[config.mk]
export PLATFORM = sky130hd
export DESIGN_NAME = servo_command_line_parser
export DESIGN_NICKNAME = d
export VERILOG_FILES = /design/src/design/scp_pkg.sv /design/src/design/scp_table.sv /design/src/design/scp_parse.sv /design/src/design/servo_command_line_parser.sv
export SDC_FILE = /design/constraint.sdc
export NUM_CORES = 1
export LEC_CHECK = 0
export BUFFER_PORTS_ARGS = -buffer_cell sky130_fd_sc_hd__buf_4
export CORE_AREA = 5 5 175 177
export CTS_BUF_LIST = sky130_fd_sc_hd__clkbuf_4 sky130_fd_sc_hd__clkbuf_8
export CTS_CLUSTER_SIZE = 30
export DETAILED_ROUTE_END_ITERATION = 6
export DIE_AREA = 0 0 180 182
export HOLD_SLACK_MARGIN = 0.08
export PLACE_DENSITY_LB_ADDON = 0.05
export SYNTH_ARGS = -nofsm -noshare
export SYNTH_HDL_FRONTEND = slang
export SYNTH_HIERARCHICAL = 1
export SYNTH_SLANG_ARGS = --single-unit
[constraint.sdc]
create_clock -name clk_i -period 4.45 [get_ports clk_i]
set_clock_uncertainty 0.1 [all_clocks]
set_input_delay 0 -clock clk_i [delete_from_list [all_inputs] [get_ports clk_i]]
set_output_delay 0 -clock clk_i [all_outputs]
set_load 0.02 [all_outputs]
[src/design/scp_pkg.sv]
// ----------------------------------------------------------------------------
// scp_pkg: shared types and constants for the servo command line parser
// Character codes, event kinds and the word passed from the parser to the
// output pipeline.
// ----------------------------------------------------------------------------
package scp_pkg;

  localparam int unsigned NumSlotsDefault = 9;
  localparam int unsigned MaxLineDefault  = 255;
  localparam logic [15:0] MaxPulseReset   = 16'd2500;

  localparam logic [7:0] ChHash  = 8'h23;  // '#'
  localparam logic [7:0] ChP     = 8'h50;  // 'P'
  localparam logic [7:0] ChT     = 8'h54;  // 'T'
  localparam logic [7:0] ChCr    = 8'h0D;
  localparam logic [7:0] ChLf    = 8'h0A;
  localparam logic [7:0] ChZero  = 8'h30;  // '0'
  localparam logic [7:0] ChNine  = 8'h39;  // '9'

  typedef enum logic [1:0] {
    EV_PULSE  = 2'd0,
    EV_TIME   = 2'd1,
    EV_COMMIT = 2'd2
  } event_kind_e;

  // One event raised by a character; the slot index travels beside it.
  typedef struct packed {
    logic        valid;
    event_kind_e kind;
    logic [15:0] value;
  } scp_event_t;

endpackage

[src/design/scp_table.sv]
// ----------------------------------------------------------------------------
// scp_table: staging table memory
// One write port and one registered read port; entries not yet written
// since reset read as zero through a valid bit per entry.
// ----------------------------------------------------------------------------
module scp_table #(
  parameter int unsigned NUM_SLOTS = scp_pkg::NumSlotsDefault,
  localparam int unsigned AW       = $clog2(NUM_SLOTS)
) (
  input  logic          clk_i,
  input  logic          rst_ni,
  input  logic          we_i,
  input  logic [AW-1:0] waddr_i,
  input  logic [15:0]   wdata_i,
  input  logic          re_i,
  input  logic [AW-1:0] raddr_i,
  output logic [15:0]   rdata_o
);
  import scp_pkg::*;

  logic [15:0]          mem [NUM_SLOTS];
  logic [NUM_SLOTS-1:0] valid_q;
  logic [15:0]          rdata_q;
  logic                 rvalid_q;

  always_ff @(posedge clk_i) begin
    if (we_i) begin
      mem[waddr_i] <= wdata_i;
    end
    if (re_i) begin
      rdata_q <= mem[raddr_i];
    end
  end

  always_ff @(posedge clk_i or negedge rst_ni) begin
    if (!rst_ni) begin
      valid_q  <= '0;
      rvalid_q <= 1'b0;
    end else begin
      if (we_i) begin
        valid_q[waddr_i] <= 1'b1;
      end
      if (re_i) begin
        rvalid_q <= valid_q[raddr_i];
      end
    end
  end

  assign rdata_o = rvalid_q ? rdata_q : '0;

endmodule

[src/design/scp_parse.sv]
// ----------------------------------------------------------------------------
// scp_parse: per-character line parser
// Holds the line state and accumulators and decides the event raised by
// each accepted character.
// ----------------------------------------------------------------------------
module scp_parse #(
  parameter int unsigned NUM_SLOTS = scp_pkg::NumSlotsDefault,
  parameter int unsigned MAX_LINE  = scp_pkg::MaxLineDefault,
  localparam int unsigned AW       = $clog2(NUM_SLOTS)
) (
  input  logic              clk_i,
  input  logic              rst_ni,
  input  logic              accept_i,
  input  logic [7:0]        char_i,
  input  logic [15:0]       max_pulse_i,
  output scp_pkg::scp_event_t ev_o,
  output logic [AW-1:0]     slot_o
);
  import scp_pkg::*;

  localparam int unsigned CW = $clog2(MAX_LINE + 1);

  logic          line_open_q, line_open_d;
  logic          chan_mode_q, chan_mode_d;
  logic          pulse_mode_q, pulse_mode_d;
  logic          time_mode_q, time_mode_d;
  logic [7:0]    ch_acc_q, ch_acc_d;
  logic [15:0]   pulse_acc_q, pulse_acc_d;
  logic [15:0]   time_acc_q, time_acc_d;
  logic [AW-1:0] last_ch_q, last_ch_d;
  logic [CW-1:0] cnt_q, cnt_d;
  logic          tdig_q, tdig_d;

  logic          is_digit, is_hash, is_p, is_t, is_cr, is_lf;
  logic [3:0]    digit;
  logic [11:0]   ch_next;
  logic [19:0]   pulse_next, time_next;
  logic [15:0]   pulse_clamped, time_sat;
  logic          line_full, ch_in_range;

  assign is_digit = (char_i >= ChZero) && (char_i <= ChNine);
  assign is_hash  = (char_i == ChHash);
  assign is_p     = (char_i == ChP);
  assign is_t     = (char_i == ChT);
  assign is_cr    = (char_i == ChCr);
  assign is_lf    = (char_i == ChLf);
  assign digit    = char_i[3:0];

  // Decimal accumulate: acc * 10 + digit, saturated at the register's limit.
  assign ch_next    = 12'(ch_acc_q) * 12'd10 + 12'(digit);
  assign pulse_next = 20'(pulse_acc_q) * 20'd10 + 20'(digit);
  assign time_next  = 20'(time_acc_q) * 20'd10 + 20'(digit);
  assign time_sat   = (time_next > 20'hFFFF) ? 16'hFFFF : time_next[15:0];

  assign pulse_clamped = (pulse_acc_q > max_pulse_i) ? max_pulse_i : pulse_acc_q;
  assign line_full     = (cnt_q >= CW'(MAX_LINE));
  assign ch_in_range   = (ch_acc_q >= 8'd1) && (ch_acc_q < 8'(NUM_SLOTS));

  always_comb begin
    line_open_d  = line_open_q;
    chan_mode_d  = chan_mode_q;
    pulse_mode_d = pulse_mode_q;
    time_mode_d  = time_mode_q;
    ch_acc_d     = ch_acc_q;
    pulse_acc_d  = pulse_acc_q;
    time_acc_d   = time_acc_q;
    last_ch_d    = last_ch_q;
    cnt_d        = cnt_q;
    tdig_d       = tdig_q;
    ev_o         = '{valid: 1'b0, kind: EV_PULSE, value: '0};
    slot_o       = '0;

    if (line_open_q && (is_lf || line_full)) begin
      line_open_d  = 1'b0;
      chan_mode_d  = 1'b0;
      pulse_mode_d = 1'b0;
      time_mode_d  = 1'b0;
      ch_acc_d     = '0;
      pulse_acc_d  = '0;
      time_acc_d   = '0;
      cnt_d        = '0;
      tdig_d       = 1'b0;
    end else if (line_open_q || is_hash) begin
      line_open_d = 1'b1;
      cnt_d       = cnt_q + CW'(1);
      tdig_d      = 1'b0;

      if (chan_mode_q) begin
        if (is_p) begin
          chan_mode_d = 1'b0;
        end else if (is_digit) begin
          ch_acc_d = (ch_next > 12'd255) ? 8'hFF : ch_next[7:0];
        end
      end

      if (pulse_mode_q) begin
        if (is_t || is_hash) begin
          pulse_mode_d = 1'b0;
          pulse_acc_d  = '0;
          ch_acc_d     = '0;
          if (ch_in_range) begin
            last_ch_d = AW'(ch_acc_q);
            ev_o      = '{valid: 1'b1, kind: EV_PULSE, value: pulse_clamped};
            slot_o    = AW'(ch_acc_q);
          end
        end else if (is_digit) begin
          pulse_acc_d = (pulse_next > 20'hFFFF) ? 16'hFFFF : pulse_next[15:0];
        end
      end

      if (time_mode_q) begin
        if (is_digit) begin
          time_acc_d = time_sat;
          tdig_d     = 1'b1;
          ev_o       = '{valid: 1'b1, kind: EV_TIME, value: time_sat};
        end else if (is_cr && tdig_q) begin
          // Value comes from the staging table read issued with this word.
          ev_o   = '{valid: 1'b1, kind: EV_COMMIT, value: '0};
          slot_o = last_ch_q;
        end
      end

      if (is_hash) begin
        chan_mode_d = 1'b1;
      end
      if (is_p) begin
        pulse_mode_d = 1'b1;
      end
      if (is_t) begin
        time_mode_d = 1'b1;
      end
    end
  end

  always_ff @(posedge clk_i or negedge rst_ni) begin
    if (!rst_ni) begin
      line_open_q  <= 1'b0;
      chan_mode_q  <= 1'b0;
      pulse_mode_q <= 1'b0;
      time_mode_q  <= 1'b0;
      ch_acc_q     <= '0;
      pulse_acc_q  <= '0;
      time_acc_q   <= '0;
      last_ch_q    <= '0;
      cnt_q        <= '0;
      tdig_q       <= 1'b0;
    end else if (accept_i) begin
      line_open_q  <= line_open_d;
      chan_mode_q  <= chan_mode_d;
      pulse_mode_q <= pulse_mode_d;
      time_mode_q  <= time_mode_d;
      ch_acc_q     <= ch_acc_d;
      pulse_acc_q  <= pulse_acc_d;
      time_acc_q   <= time_acc_d;
      last_ch_q    <= last_ch_d;
      cnt_q        <= cnt_d;
      tdig_q       <= tdig_d;
    end
  end

`ifndef SYNTHESIS
  a_closed_clean: assert property (@(posedge clk_i) disable iff (!rst_ni)
    !line_open_q |-> (cnt_q == '0) && !chan_mode_q && !pulse_mode_q && !time_mode_q)
    else $error("closed line holds parse state");

  a_time_mark: assert property (@(posedge clk_i) disable iff (!rst_ni)
    tdig_q |-> time_mode_q && line_open_q)
    else $error("time digit mark set outside time field");
`endif

endmodule

[src/design/servo_command_line_parser.sv]
// ----------------------------------------------------------------------------
// servo_command_line_parser: servo command line parser, one character a word
// A result word passes through stage one and the output register after
// the character that raises it is accepted.
// Throughput: one character per cycle while stage one can move on; the
// staging table read for a commit is pipelined behind the parse stage, so it adds no stall.
// Reset: line state, accumulators and the staging table read as zero;
// max_pulse returns to 2500. No clearing pass is needed.
// ----------------------------------------------------------------------------
module servo_command_line_parser #(
  parameter int unsigned NUM_SLOTS = scp_pkg::NumSlotsDefault,
  parameter int unsigned MAX_LINE  = scp_pkg::MaxLineDefault
) (
  input  logic        clk_i,
  input  logic        rst_ni,
  input  logic        cfg_we_i,
  input  logic [15:0] cfg_wdata_i,
  input  logic        in_valid_i,
  output logic        in_stall_o,
  input  logic [7:0]  char_in_i,
  output logic        out_valid_o,
  input  logic        out_stall_i,
  output logic [1:0]  event_kind_o,
  output logic [3:0]  channel_o,
  output logic [15:0] value_o
);
  import scp_pkg::*;

  localparam int unsigned AW = $clog2(NUM_SLOTS);

  // The max_pulse register; the user must write it only while the block is idle, which the block does not enforce.
  logic [15:0] max_pulse_q;

  // Parse stage outputs for the character on the input this cycle.
  scp_event_t  ev;
  logic [AW-1:0] ev_slot;
  logic        accept;

  // Stage one holds the event while the staging table read (commits only)
  // completes; the output register then parts the two handshakes.
  scp_event_t  s1_q;
  logic [AW-1:0] s1_slot_q;
  logic [15:0] tbl_rdata;
  logic        advance;

  logic        out_valid_q;
  event_kind_e out_kind_q;
  logic [3:0]  out_chan_q;
  logic [15:0] out_value_q;

  // Stage one may move on whenever the output register is free or is being
  // taken this cycle; the input only stalls when stage one cannot move.
  assign advance    = !out_valid_q || !out_stall_i;
  assign in_stall_o = s1_q.valid && !advance;
  assign accept     = in_valid_i && !in_stall_o;

  always_ff @(posedge clk_i or negedge rst_ni) begin
    if (!rst_ni) begin
      max_pulse_q <= MaxPulseReset;
    end else if (cfg_we_i) begin
      max_pulse_q <= cfg_wdata_i;
    end
  end

  scp_parse #(
    .NUM_SLOTS (NUM_SLOTS),
    .MAX_LINE  (MAX_LINE)
  ) u_parse (
    .clk_i       (clk_i),
    .rst_ni      (rst_ni),
    .accept_i    (accept),
    .char_i      (char_in_i),
    .max_pulse_i (max_pulse_q),
    .ev_o        (ev),
    .slot_o      (ev_slot)
  );

  // Pulse and time words are written into the staging table as the
  // character is taken. A commit reads its slot at the same edge; since a
  // character raises at most one event, a write and a read never meet at
  // one edge, and any earlier write has already landed in the array.
  // The read data is held while the commit waits in stage one, because no
  // new character (and so no new read) is taken until stage one moves.
  scp_table #(
    .NUM_SLOTS (NUM_SLOTS)
  ) u_table (
    .clk_i   (clk_i),
    .rst_ni  (rst_ni),
    .we_i    (accept && ev.valid && (ev.kind != EV_COMMIT)),
    .waddr_i (ev_slot),
    .wdata_i (ev.value),
    .re_i    (accept && ev.valid && (ev.kind == EV_COMMIT)),
    .raddr_i (ev_slot),
    .rdata_o (tbl_rdata)
  );

  always_ff @(posedge clk_i or negedge rst_ni) begin
    if (!rst_ni) begin
      s1_q        <= '0;
      s1_slot_q   <= '0;
      out_valid_q <= 1'b0;
    end else begin
      if (accept) begin
        s1_q      <= ev;
        s1_slot_q <= ev_slot;
      end else if (advance) begin
        s1_q.valid <= 1'b0;
      end
      if (advance) begin
        out_valid_q <= s1_q.valid;
      end
    end
  end

  always_ff @(posedge clk_i) begin
    if (advance) begin
      out_kind_q  <= s1_q.kind;
      out_chan_q  <= (s1_q.kind == EV_TIME) ? 4'd0 : 4'(s1_slot_q);
      out_value_q <= (s1_q.kind == EV_COMMIT) ? tbl_rdata : s1_q.value;
    end
  end

  // The committed word is the new active-table entry for its channel.
  assign out_valid_o  = out_valid_q;
  assign event_kind_o = out_kind_q;
  assign channel_o    = out_chan_q;
  assign value_o      = out_value_q;

`ifndef SYNTHESIS
  a_s1_holds: assert property (@(posedge clk_i) disable iff (!rst_ni)
    s1_q.valid && !advance |=> s1_q.valid && $stable(s1_slot_q))
    else $error("stage one lost a waiting word");

  a_time_chan: assert property (@(posedge clk_i) disable iff (!rst_ni)
    out_valid_q && (out_kind_q == EV_TIME) |-> (out_chan_q == 4'd0))
    else $error("time word carries a channel");

  a_pulse_clamp: assert property (@(posedge clk_i) disable iff (!rst_ni)
    out_valid_q && (out_kind_q == EV_PULSE) |-> (out_value_q <= max_pulse_q))
    else $error("pulse word above max_pulse");
`endif

endmodule

==> results of run 1 <==
critical path, cell delays in order, from the launching register on:
cell,delay (ps)
dfrtp_1,400
ha_1,290
ha_1,200
inv_1,70
fa_1,380
nand2b_1,190
a21o_2,250
a31oi_4,180
xnor2_2,120
nor4b_4,410
nand3b_1,170
xnor2_2,150
buf_4,190
nor4_1,470
o22ai_1,220
buf_4,230
layout make-up:
class	count	area [sq um]
sequential	289	8150
timing repair buffer	181	1550
fill	2229	10600
tap	390	488
clock inverter	15	128
clock buffer	74	912
multi-input combinational	869	7110
inverter	29	109
timing repair:
item	in CTS	in global routing
gates resized for setup	0	11
hold endpoints to repair	162	0
setup endpoints to repair	0	88
hold buffers	51	0
metrics by stage:
| step | hold slack (ps) | utilization (%) |
|---|---|---|
| 3_5_place_dp | -178 | 57.9 |
| 3_3_place_gp | -176 | 57.9 |
| 2_1_floorplan | -396 | - |
| 4_1_cts | 107 | 63.2 |
| 6_report | 152 | 63.4 |
| 5_1_grt | 233 | 63.4 |
layer usage:
layer  track usage [%]  vias up  share of wire, %
li1                  -     5097                 -
met1              31.5     5140                46
met2              38.0      277                48
met3              3.91       64               4.6
met4              5.52        0               2.0
met5                 0        -                 0
Yosys cell counts, types with 27 or more instances:
cell type    n
nand2_1    102
clkbuf_1    27
nor2_1      61
and2_1      29
nand4_1     28
nand2b_1    30
edfxtp_1   182
dfrtp_1    102
inv_1       29
ha_1        94
mux2_2      27
mux4_2      32
a21oi_1     31
nor3_1      35
mux2i_1     35
xnor2_1     28
o21ai_0     50
final timing paths:
check / to / startpoint / cells past startpoint / slack (ps)
min: u_parse/ch_acc_q[7]$_DFFE_PN0P_ / char_in_i[6] / 5 / 150
min in group asynchronous: s1_q[2]$_DFFE_PN0P_ / rst_ni / 4 / 570
max: u_table/mem[2][11]$_DFFE_PP_ / u_parse/time_acc_q[3]$_DFFE_PN0P_ / 15 / 170
min reg2reg: u_table/valid_q[6]$_DFFE_PN0P_ / u_table/valid_q[6]$_DFFE_PN0P_ / 1 / 370
max reg2reg: u_table/mem[2][11]$_DFFE_PP_ / u_parse/time_acc_q[3]$_DFFE_PN0P_ / 15 / 170
max in group asynchronous: s1_q[11]$_DFFE_PN0P_ / rst_ni / 4 / 2440
registers in the layout (all words and copies together), names as in the netlist, 2 cells and up:
register / flops
u_parse/cnt_q: 8
u_table/rdata_q: 16
max_pulse_q: 16
u_parse/time_acc_q: 16
u_parse/pulse_acc_q: 16
s1_q: 19
u_table/valid_q: 9
channel_o: 4
u_parse/last_ch_q: 4
s1_slot_q: 4
event_kind_o: 2
value_o: 16
u_table/mem: 144
u_parse/ch_acc_q: 8
power by group through the flow:
stage	combinational, mW	clock (mW)	sequential, mW
3_5_place_dp	0.238	0	2.97
6_report	0.283	2.47	2.92
3_3_place_gp	0.232	0	2.97
4_1_cts	0.282	2.52	2.92
2_1_floorplan	0.151	0	2.96
5_1_grt	0.318	2.66	2.93
kinds of logic after synthesis:
family          after synthesis
compound gates              238
xor+xnor                     46
fa+ha+maj                   100
buf+inv                      84
flops                       289
mux                         107
simple gates                377
==> results.sh, run 1 <==
export IMPL_outcome="finished clean"
export IMPL_synth_edf_count=182
export IMPL_setup_tns_ps=0
export IMPL_clock_latency_ps=560
export IMPL_cts_buffers=49
export IMPL_cts_root_buf="clkbuf_8"
export IMPL_p_leak_nw=7.54
export IMPL_die_y_microns=182
export IMPL_drive_gt1_share_pct=23.8
export IMPL_power_frac_comb_pct=5.0
export IMPL_power_mw=5.67
export IMPL_synth_seq_cells=289
export IMPL_cts_sinks=289
export IMPL_final_common_cell="edfxtp_1"
export IMPL_post_route_period_util_pct=96.1
export IMPL_cts_buffer_depth=3
export IMPL_ir_drop_mv=0.252
export IMPL_synth_compound_area_share_pct=10.8
export IMPL_switching_share_pct=21.7
export IMPL_fin_nets=1548
export IMPL_grt_max_degree=49
export IMPL_worst_setup_path_start_kind="flip-flop"
export IMPL_first_global_vias=10700
export IMPL_synthAdderAreaFrac_pct=8.31
export IMPL_vias=10600
export IMPL_period_minus_slack_ps=4280
export IMPL_clkPwrFrac_pct=43.5
export IMPL_wirelength_mm=37.1
export IMPL_rsz0062_at_grt="yes"
export IMPL_synth_cell_types=86
export IMPL_dieWidth_microns=180
export IMPL_synth_top_family_by_area="simple AND/OR/NAND/NOR gates"
export IMPL_cts_tree="built"
export IMPL_async_reset_ff_share_pct=37.0
export IMPL_synthCells=1241
export IMPL_synth_area_leaders="edfxtp_1 35%, dfrtp_1 16%, ha_1 7.5%, mux4_2 4.6%, nand2_1 2.5%"
export IMPL_power_frac_seq_pct=51.5
export IMPL_cts_setup_buffers=0
export IMPL_dp_slack_ps=122
export IMPL_max_freq_mhz=234
export IMPL_cp_required_ps=4660
export IMPL_start_util_pct=53.6
export IMPL_synthSimpleGateAreaFrac_pct=12.8
export IMPL_synth_seq_area_share_pct=52.2
export IMPL_synth_area_sq_um=15600
export IMPL_hp_class="in2reg"
export IMPL_p_per_area_nw_per_um2=308
export IMPL_max_cap_violations=0
export IMPL_p_int_mw=4.44
export IMPL_portBuffers=52
export IMPL_synth_fp_nets=1370
export IMPL_ant_nets=0
export IMPL_gp_congestion=0.834
export IMPL_areaGrowthSynthToFinish_pct=18.2
export IMPL_mostFrequentLayoutCells="182 x edfxtp_1, 125 x buf_4, 102 x nand2_1, 102 x dfrtp_1, 94 x ha_1"
export IMPL_timing_final_ws_setup_ps=175
export IMPL_tightest_slew_ps=1010
export IMPL_synth_mux_area_share_pct=10.3
export IMPL_clkSlewWorstSetupHoldPaths_ps=60
export IMPL_synth_top_area_cell="edfxtp_1"
export IMPL_routedWlPerCell_microns=20.1
export IMPL_synthFlopType="edfxtp_1"
export IMPL_diodes=0
export IMPL_grt_use_total_pct=22.8
export IMPL_grt_pass1_wl_mm=59.9
export IMPL_grt_overflow_total=0
export IMPL_drtPass1Iterations=5
export IMPL_worstSetupPathType="reg2reg"
export IMPL_finalSetupViolCount=0
export IMPL_crit_path_max_fanout=17
export IMPL_hold_violations=0
export IMPL_viasPerCell=5.73
export IMPL_place_inst=1706
export IMPL_design_area_sq_um=18400
export IMPL_drt_iter0_drc=646
export IMPL_core_area_sq_um=29100
export IMPL_antenna_found_initial=0
export IMPL_ios=53
export IMPL_slew_viol_final=0
export IMPL_p_sw_mw=1.23
export IMPL_end_kind="flip-flop"
export IMPL_dp_hpwl_mm=25.8
export IMPL_ys_warn_count=6
export IMPL_avgSynthCellArea_sq_um=12.6
export IMPL_slew_headroom_pct=32.7
export IMPL_rows=63
export IMPL_synth_top_area_share_pct=35.0
export IMPL_cp_arrival_ps=4480
export IMPL_final_cells=1847
export IMPL_drc=0
export IMPL_placedInstanceArea_sq_um=16800
export IMPL_dieArea_sq_um=32800
export IMPL_synth_xor_area_share_pct=2.73
export IMPL_htreeDepth=2
No activity file was read; power rests on OpenSTA's default activity.
==> run 2, diff against run 1 <==
--- a/config.mk
+++ b/config.mk
@@ -5,12 +5,13 @@
 export SDC_FILE = /design/constraint.sdc
 export NUM_CORES = 1
 export LEC_CHECK = 0
+export ABC_AREA = 1
 export BUFFER_PORTS_ARGS = -buffer_cell sky130_fd_sc_hd__buf_4
-export CORE_AREA = 5 5 175 177
+export CORE_AREA = 5 5 181 183
 export CTS_BUF_LIST = sky130_fd_sc_hd__clkbuf_4 sky130_fd_sc_hd__clkbuf_8
 export CTS_CLUSTER_SIZE = 30
 export DETAILED_ROUTE_END_ITERATION = 6
-export DIE_AREA = 0 0 180 182
+export DIE_AREA = 0 0 186 188
 export HOLD_SLACK_MARGIN = 0.08
 export PLACE_DENSITY_LB_ADDON = 0.05
 export SYNTH_ARGS = -nofsm -noshare
==> run 2 against run 1 <==
Against the previous run: sequential share of layout area is 2.5 points lower; register-to-register slack gained 280 ps; maximum frequency rose by 2.7%; sequential cell count unchanged; first-iteration DRC count grew 65%; critical endpoint is now u_table/rdata_q[15]$_DFFE_PP_; largest power group unchanged; highest routed layer unchanged.
==> results.sh, run 2 <==
export IMPL_outcome="finished clean"
export IMPL_cts_buffers=50
export IMPL_p_leak_nw=9.48
export IMPL_p_int_mw=4.65
export IMPL_mostFrequentLayoutCells="563 x nand2_1, 232 x inv_1, 182 x edfxtp_1"
export IMPL_antenna_found_initial=0
export IMPL_start_util_pct=54.1
export IMPL_slew_viol_final=0
export IMPL_crit_path_cell_trace="dlygate4sd3_1 > buf_4 > or2_1 > dlygate4sd3_1 > nor3_2 > nor2_1 > nor2_1 > nand2_1 > o31ai_4 > inv_2 > o21ai_0 > nand3_1 > nand3_1 > nand2_1"
export IMPL_synth_top_family_by_area="simple AND/OR/NAND/NOR gates"
export IMPL_whs_ps=283
export IMPL_finalSetupViolCount=0
export IMPL_worst_path_max_delay_cell="o31ai_4"
export IMPL_first_global_vias=13900
export IMPL_dieWidth_microns=186
export IMPL_p_per_area_nw_per_um2=316
export IMPL_synth_compound_area_share_pct=8.01
export IMPL_finish_utilization_pct=63.0
export IMPL_synth_top_area_share_pct=32.5
export IMPL_reg_top3="u_table/mem: 144 flops, s1_q: 19 flops"
export IMPL_rows=65
export IMPL_worst_setup_path_start_kind="input pin"
export IMPL_design_area_sq_um=19600
export IMPL_slew_headroom_pct=30.8
export IMPL_hold_violations=0
export IMPL_cp_arrival_ps=4390
export IMPL_drt_iter0_drc=1067
export IMPL_tightest_slew_ps=1030
export IMPL_portBuffers=52
export IMPL_areaGrowthSynthToFinish_pct=16.3
export IMPL_final_cells=2565
export IMPL_viasPerCell=5.48
export IMPL_cts_sinks=289
export IMPL_ys_warn_count=6
export IMPL_end_kind="flip-flop"
export IMPL_synth_seq_area_share_pct=48.5
export IMPL_drc=0
export IMPL_ant_nets=0
export IMPL_drive_gt1_share_pct=12.8
export IMPL_synth_edf_count=182
export IMPL_grt_pass1_wl_mm=73.8
export IMPL_synthSimpleGateAreaFrac_pct=26.7
export IMPL_final_common_cell="nand2_1"
export IMPL_dp_slack_ps=533
export IMPL_synth_area_leaders="edfxtp_1 33%, dfrtp_1 15%, nand2_1 13%, ha_1 7.0%, inv_1 5.2%"
export IMPL_ios=53
export IMPL_drtPass1Iterations=7
export IMPL_rsz0062_at_grt="no"
export IMPL_synth_fp_nets=2097
export IMPL_hp_class="in2reg"
export IMPL_synthFlopType="edfxtp_1"
export IMPL_cp_required_ps=4670
export IMPL_critPathMaxStageDelay_ps=660
export IMPL_synth_seq_cells=289
export IMPL_clkPwrFrac_pct=41.9
export IMPL_synthAdderAreaFrac_pct=7.71
export IMPL_synth_xor_area_share_pct=1.51
export IMPL_gp_congestion=0.916
export IMPL_dp_hpwl_mm=30.8
export IMPL_die_y_microns=188
export IMPL_diodes=0
export IMPL_vias=14100
export IMPL_grt_overflow_total=0
export IMPL_cts_buffer_depth=3
export IMPL_core_area_sq_um=31100
export IMPL_largest_register_ffs=144
export IMPL_routedWlPerCell_microns=17.9
export IMPL_async_reset_ff_share_pct=37.0
export IMPL_synth_area_sq_um=16800
export IMPL_setup_tns_ps=0
export IMPL_wirelength_mm=46.0
export IMPL_synth_common_cells="563 x nand2_1, 232 x inv_1, 182 x edfxtp_1"
export IMPL_synth_mux_area_share_pct=0
export IMPL_fin_nets=2252
export IMPL_cts_root_buf="clkbuf_8"
export IMPL_synth_top_area_cell="edfxtp_1"
export IMPL_clock_latency_ps=590
export IMPL_htreeDepth=2
export IMPL_crit_path_max_fanout=53
export IMPL_cts_tree="built"
export IMPL_regMostFlops="u_table/mem"
export IMPL_yosysMostFrequentCell="nand2_1"
export IMPL_switching_share_pct=24.9
export IMPL_max_freq_mhz=240
export IMPL_worstSetupPathType="in2reg"
export IMPL_max_cap_violations=0
export IMPL_power_frac_seq_pct=48.0
export IMPL_placedInstanceArea_sq_um=17600
export IMPL_avgSynthCellArea_sq_um=8.54
export IMPL_dieArea_sq_um=35000
export IMPL_synth_cell_types=54
export IMPL_power_frac_comb_pct=10.0
export IMPL_clkSlewWorstSetupHoldPaths_ps=60
export IMPL_period_minus_slack_ps=4160
export IMPL_ir_drop_mv=0.218
export IMPL_post_route_period_util_pct=93.6
export IMPL_place_inst=2394
export IMPL_grt_use_total_pct=26.6
export IMPL_timing_final_ws_setup_ps=286
export IMPL_p_sw_mw=1.54
export IMPL_synthCells=1968
export IMPL_power_mw=6.19
export IMPL_grt_max_degree=78
==> run 2: what timing repair did <==
item | in CTS | in global routing
endpoints found under the setup margin | 0 | 2
hold buffers | 76 | 0
hold endpoints to repair | 124 | 0
gates resized for setup | 0 | 1
buffers inserted | 0 | 3
==> run 2: cells by family after synthesis <==
group | Yosys count
buf+inv | 302
simple gates | 1008
compound gates | 240
fa+ha+maj | 100
xor+xnor | 29
flops | 289
==> run 2: final timing paths <==
check / from / to / slack, ps / cells past startpoint
worst max-delay path: char_in_i[7] / u_table/rdata_q[15]$_DFFE_PP_ / 290 / 14
worst min-delay path: cfg_we_i / max_pulse_q[6]$_DFFE_PN1P_ / 280 / 3
worst max register to register: u_parse/ch_acc_q[1]$_DFFE_PN0P_ / u_parse/ch_acc_q[0]$_DFFE_PN0P_ / 450 / 16
worst min register to register: u_table/valid_q[5]$_DFFE_PN0P_ / u_table/valid_q[5]$_DFFE_PN0P_ / 360 / 2
max in group asynchronous: rst_ni / u_parse/cnt_q[1]$_DFFE_PN0P_ / 3190 / 4
min in group asynchronous: rst_ni / max_pulse_q[11]$_DFFE_PN1P_ / 480 / 3
==> run 2: power groups by stage <==
stage | logic [mW] | registers [mW] | clock network, mW
2_1_floorplan | 0.385 | 3.01 | 0
3_3_place_gp | 0.538 | 3.02 | 0
3_5_place_dp | 0.555 | 3.02 | 0
4_1_cts | 0.615 | 2.97 | 2.64
5_1_grt | 0.705 | 2.98 | 2.78
6_report | 0.620 | 2.97 | 2.59
==> run 2: final cells by class <==
type | instances | area, sq um
clock buffer | 77 | 953
clock inverter | 15 | 140
fill | 2648 | 11500
inverter | 245 | 920
multi-input combinational | 1377 | 7440
sequential | 289 | 8150
tap | 402 | 503
timing repair buffer | 160 | 1460
==> run 2: worst max-delay path: cells and delay by family <==
kind            cells  cell delay, ps
simple gates        8            1490
buf+inv             4            1870
compound gates      2             970
==> run 2: layer usage <==
layer	track usage, %	part of all wire [%]	vias to the layer above
met5	0	0	-
met2	43.2	47	478
met4	8.30	3.2	0
li1	-	-	6836
met1	36.9	44	6643
met3	3.94	6.2	104
